**src/scr_pkg.sv**
```systemverilog
// scr_pkg: shared types, constants and helpers of the segment coordinate restorer
// no dependencies; used by scr_alu, segment_coordinate_restorer and scr_checker

package scr_pkg;

  // map geometry
  localparam int MAP_DEPTH  = 4096;
  localparam int MAP_AW     = $clog2(MAP_DEPTH);
  localparam int CNT_W      = MAP_AW + 1;
  localparam int POS_W      = 30;
  localparam int ENT_W      = 2 * POS_W;
  localparam int MAX_PIECES = 64;
  localparam int PIECE_W    = $clog2(MAX_PIECES) + 1;

  localparam logic [POS_W-1:0] CEILING_POS = POS_W'(1000000000);
  localparam logic [POS_W-1:0] LEN_RESET   = POS_W'(999999999);

  // configuration register indexes
  localparam int CFG_IDX_W = 1;
  localparam logic [CFG_IDX_W-1:0] CFG_LEN_A = 1'b0;
  localparam logic [CFG_IDX_W-1:0] CFG_LEN_B = 1'b1;

  typedef enum logic [1:0] {
    FUNC_LOAD_A  = 2'd0,
    FUNC_LOAD_B  = 2'd1,
    FUNC_FINISH  = 2'd2,
    FUNC_SEGMENT = 2'd3
  } func_t;

  typedef enum logic [2:0] {
    ST_OK          = 3'd0,
    ST_BAD_INTERVAL = 3'd1,
    ST_OUT_OF_ORDER = 3'd2,
    ST_MAP_FULL     = 3'd3,
    ST_SEARCH_FAIL  = 3'd4,
    ST_BAD_SEGMENT  = 3'd5,
    ST_TOO_MANY     = 3'd6
  } status_t;

  typedef struct packed {
    func_t             func;
    logic              first_of_alignment;
    logic [POS_W-1:0]  begin_a;
    logic [POS_W-1:0]  begin_b;
    logic [POS_W-1:0]  end_a;
    logic [POS_W-1:0]  end_b;
  } in_t;

  typedef struct packed {
    logic [POS_W-1:0]  orig_begin_a;
    logic [POS_W-1:0]  orig_begin_b;
    logic [POS_W-1:0]  orig_end_a;
    logic [POS_W-1:0]  orig_end_b;
    logic              group_start;
    logic              last_piece;
    status_t           status;
  } out_t;

  // one map entry: stripped position and cumulative removed length
  typedef struct packed {
    logic [POS_W-1:0]  pos;
    logic [POS_W-1:0]  off;
  } ent_t;

  // shared adder control: invert second operand, carry in
  typedef struct packed {
    logic inv;
    logic cin;
  } alu_ctl_t;

  typedef enum logic [4:0] {
    S_IDLE, S_LOAD, S_ALU, S_CWR, S_FIN, S_FIN_MAP, S_FIN_FLOOR, S_FIN_CEIL,
    S_FIN_DONE, S_SEG, S_F_RD1, S_F_NX, S_F_RD0, S_F_CK, S_UP_RD, S_UP_CK,
    S_DN_RD, S_DN_CK, S_PIECE, S_EMIT
  } state_t;

  typedef enum logic [3:0] {
    STP_CP, STP_CT, STP_CR, STP_DA, STP_DB, STP_LM1, STP_OBA, STP_OBB,
    STP_OEA, STP_OEB, STP_NBA, STP_NBB
  } step_t;

  // result of a load or finish item, or of an error without coordinates
  function automatic out_t status_beat(status_t st);
    out_t o;
    o = '0;
    o.last_piece = 1'b1;
    o.status     = st;
    return o;
  endfunction

endpackage

```
**src/scr_alu.sv**
```systemverilog
// scr_alu: shared 30-bit adder/subtractor used for every map and piece sum
// depends on scr_pkg

module scr_alu (
  input  logic [scr_pkg::POS_W-1:0] x,
  input  logic [scr_pkg::POS_W-1:0] y,
  input  scr_pkg::alu_ctl_t         ctl,
  output logic [scr_pkg::POS_W-1:0] r
);

  // sum modulo 2^30, subtraction as invert plus carry
  assign r = x + (ctl.inv ? ~y : y) + {{(scr_pkg::POS_W-1){1'b0}}, ctl.cin};

endmodule

```
**config.mk**
```make
export PLATFORM = sky130hd
export DESIGN_NAME = scr_alu
export DESIGN_NICKNAME = d
export VERILOG_FILES = /design/src/scr_pkg.sv /design/src/scr_alu.sv
export SDC_FILE = /design/constraint.sdc
export NUM_CORES = 1
export LEC_CHECK = 0
export BUFFER_PORTS_ARGS = -buffer_cell sky130_fd_sc_hd__buf_2
export CORE_ASPECT_RATIO = 1.4
export CORE_UTILIZATION = 33
export DETAILED_ROUTE_END_ITERATION = 10
export PLACE_DENSITY = 0.71
export SLEW_MARGIN = 0
export SYNTH_ARGS = -nofsm -noshare
export SYNTH_HDL_FRONTEND = slang
export SYNTH_SLANG_ARGS = --single-unit
```
**constraint.sdc**
```tcl
create_clock -name vclk -period 14.15
set_clock_uncertainty 0.15 [all_clocks]
set_input_delay 2.83 -clock vclk [all_inputs]
set_output_delay 2.83 -clock vclk [all_outputs]
set_load 0.02 [all_outputs]
```
Yosys cells after proc, flatten, opt, wreduce, memory -nomap -nowiden. Cells that the tools add are included.

Flip-flop bits (word level): 0. Input port bits: 62. Logic and storage cells: 4.

Add/sub/neg operators: 2. Muxes and demuxes: 1. Bitwise operators: 1.

Operators with widths (number): $add A30 B1 Y30 (1); $add A30 B30 Y30 (1); $mux W30 (1); $not A30 Y30 (1).

Longest topological paths before layout.
Depth after elaboration: 4. Gate-level depth with buffers: 12. Depth with buffers taken out: 9.

Worst setup path after synthesis. No wires, ideal clock.

Kind: input port to output port. Start point: in ctl[1] (netlist bit). End point: out r[16] (netlist bit). Arrival: 5.581 ns. Setup slack: 5.589 ns. Stages on the path: 11. Path buffers: 2. Cell sequence: clkbuf_1 buf_2 xor2_1 fa_1 fa_1 a211oi_2 o21ai_1 a22o_1 o21bai_1 nor2_1 a211oi_1.

Word-level cells in the longest chain between the ends: 3.

RTL lines: start: declaration (RTL line scr_alu.sv:7) `input scr_pkg::alu_ctl_t ctl,`; $mux W30 (RTL line scr_alu.sv:12) `assign r = x + (ctl.inv ? ~y : y) + {{(scr_pkg::POS_W-1){1'b0}}, ctl.cin};`; $add A30 B30 Y30 (RTL line scr_alu.sv:12); $add A30 B1 Y30 (RTL line scr_alu.sv:12); end: declaration (RTL line scr_alu.sv:8) `output logic [scr_pkg::POS_W-1:0] r`.

Every way passes these cells.

Worst setup path in the final report.
Start point: in ctl[1] (netlist bit). End point: out r[26] (netlist bit).

The elaborated chain is that of the path after synthesis.

==> parameters.txt <==
Parameter                              Value

Cells and area
  Flip-flop and latch area    0 um^2
  Synthesis-to-layout area growth    21.8%
  Area of the multi-input gates    2030 um^2
  Count of nets after finishing    ~480
  Number of sequential cells in the layout    0
  Post-layout instance count excluding filler cells    457
  Number of clock buffers in the layout    0
  Antenna cells    0
  Fraction of layout instances using a drive strength above 1    27.0%
  FILL cells    around 720
  Final core area utilization    a little over two fifths
  Summed area of non-filler cells in the final layout    2610 um^2

Synthesis
  Net count after synthesis    401
  Largest cells by area after synthesis    ha_1 (16%), xor2_1 (14%), a21oi_1 (7.3%)
  Largest area contributor in the synthesized netlist    ha_1
  Most instantiated library cell after synthesis    xor2_1
  Total number of yosys warnings    0
  Synth cell types    49
  Top cell types by occurrence after synthesis    xor2_1 (35), nand2_1 (32), a21oi_1 (31), ha_1 (28), nor2_1 (26)
  Number of standard cells after synthesis    309
  Post-synthesis average cell area    6.92 um^2
  Synthesized cell area    2140 um^2
  Area share of the largest cell type after synthesis    around 16%
  Sequential element share of the synthesized area    0%

Drt
  Post-DR wirelength/cell    13.1 um
  DRC violations left    0
  First DRT Iteration DRCs    99
  Via density    approximately 5.4
  Final ANT Viol Nets    0
  DR pass1 iterations    4
  Vias post-DR    2,482
  Detailed-route wire length    5980 um

Global route
  Wire length of the first global-routing pass    10,100 um
  Maximum number of pins on one net before global-route repair    31
  Number of global-route vias before repair    2,385
  Sum of overflow across all layers after global routing    0
  Total Routing Usage GR    about 17%
  Initial antenna violation count    0

Setup path
  Arrival time at the worst endpoint    approximately 6 ns
  Critical Path Slowest Stage Cell    buf_2
  Type of element capturing the critical path    primary output
  Crit path launch type    input port
  Crit-path max cell delay    0.62 ns
  CP max FO    30
  Kind of critical path    in -> out
  List of cells traversed by the critical path    buf_2, xor2_1, fa_1, fa_1, a211oi_2, o211ai_1, a21oi_2, o211ai_2, o311a_1, o311a_1, buf_2
  Required time at the endpoint of the critical path    11.17 ns

STA
  Final setup violating endpoints    0
  Achievable frequency    0.110 GHz
  Final Slew Violations    0
  Headroom to the max-slew limit    45.9%
  Post-route setup slack    5.03 ns
  Final period demand of the worst path    9.12 ns
  Tightest Pin Transition    0.811 ns
  Total negative slack for setup checks    0 ns
  Hold Vio Cnt, Final    0
  Fin crit share    between 60% and 70%
  Hold slack    ~5.9 ns
  Unrepaired setup endpoints after global routing    false

Die
  Row cnt    34
  Placeable core area    6250 um^2
  Effective utilization at floorplan    between 30 and 40%
  Die area    6810 um^2
  Height of the die    97.3 um
  Die width    70.1 um
  Number of primary I/O pins    between 90 and 100

Place
  Worst setup timing slack at the placement stage    ~5.0 ns
  RePlAce Congestion    just under 0.9
  Placed instance area    2610 um^2
  Number of cells after detailed placement    about 460
  HPWL after DPL    5070 um
  Buffers on Ports    92

Power
  Power per cell area    81.8 nW/um^2
  IR Drop Worst-Case VDD    0.0317 mV
  Final Total Pwr    ~0.21 mW
  Leakage power of the design    1.24 nW

Clock tree
  Total of cells resized after clock tree synthesis    0
  Post-CTS Setup Repair Bufs    0
  Count of hold-fix buffers inserted at cts    0

Outcome
  Result of the run    finished clean

Run
  Max-cap violation count    0

Min path
  Type of the most critical hold path    in -> out
## cells by family after synthesis
group / count (synthesis) / synth area share, %
AOI/OAI and AO/OA: 105 / 33.7
xor gates and xnor gates: 52 / 21.3
adders and majority gates: 30 / 18.2
buffers and inverters: 23 / 5.20
muxes: 2 / 0.936
and+or+nand+nor: 97 / 20.6
## path summary, 6_finish.rpt
path     to  slack, ns  cells past startpoint   start
max   r[26]       5.03                     11  ctl[1]
min    r[0]       5.90                      3  ctl[0]
## layout make-up
class	instances	area share, %
inverter	7	1.01
multi-input combinational	286	77.9
tap	72	3.46
timing repair buffer	92	17.7
## report_power, final
group / internal, mW / leakage [nW] / total [mW] / switching (mW)
clock: 0 / 0 / 0 / 0
sequential: 0 / 0 / 0 / 0
combinational: 0.0810 / 1.24 / 0.213 / 0.132
total: 0.0810 / 1.24 / 0.213 / 0.132
## worst max-delay path: cells and delay by family
| kind | cells | cell delay [ns] |
|---|---|---|
| buf+inv | 2 | 0.78 |
| xor+xnor | 1 | 0.18 |
| fa+ha+maj | 2 | 0.93 |
| compound gates | 6 | 1.42 |
## layer usage
metal  track usage, %  vias up  share of wire [%]
met5                0        -                  0
met4            0.923        0               0.23
met3            0.415        2                3.6
met2             34.1       68                 53
met1             20.3     1132                 43
li1                 -     1280                  -
## placed cells by master, fill, tap and decap left out, types with 2 or more instances in the layout
master,count
o311a_1,2
a22oi_1,2
ha_1,28
o211ai_1,4
a21oi_4,3
nand4_1,3
a21o_1,5
a311oi_1,2
a21boi_0,2
nor3_1,9
and3_1,7
o21ai_1,5
nand3_1,11
xor2_1,35
fa_1,2
mux2i_1,2
o21ai_0,21
a211oi_1,6
buf_2,92
inv_1,7
a211oi_2,2
o21bai_1,5
a21oi_1,31
xnor2_1,17
and2_1,4
nand2_1,32
a221oi_1,2
nor2_1,26
o21a_1,2
Note: power is estimated with default switching activity, not from simulation.
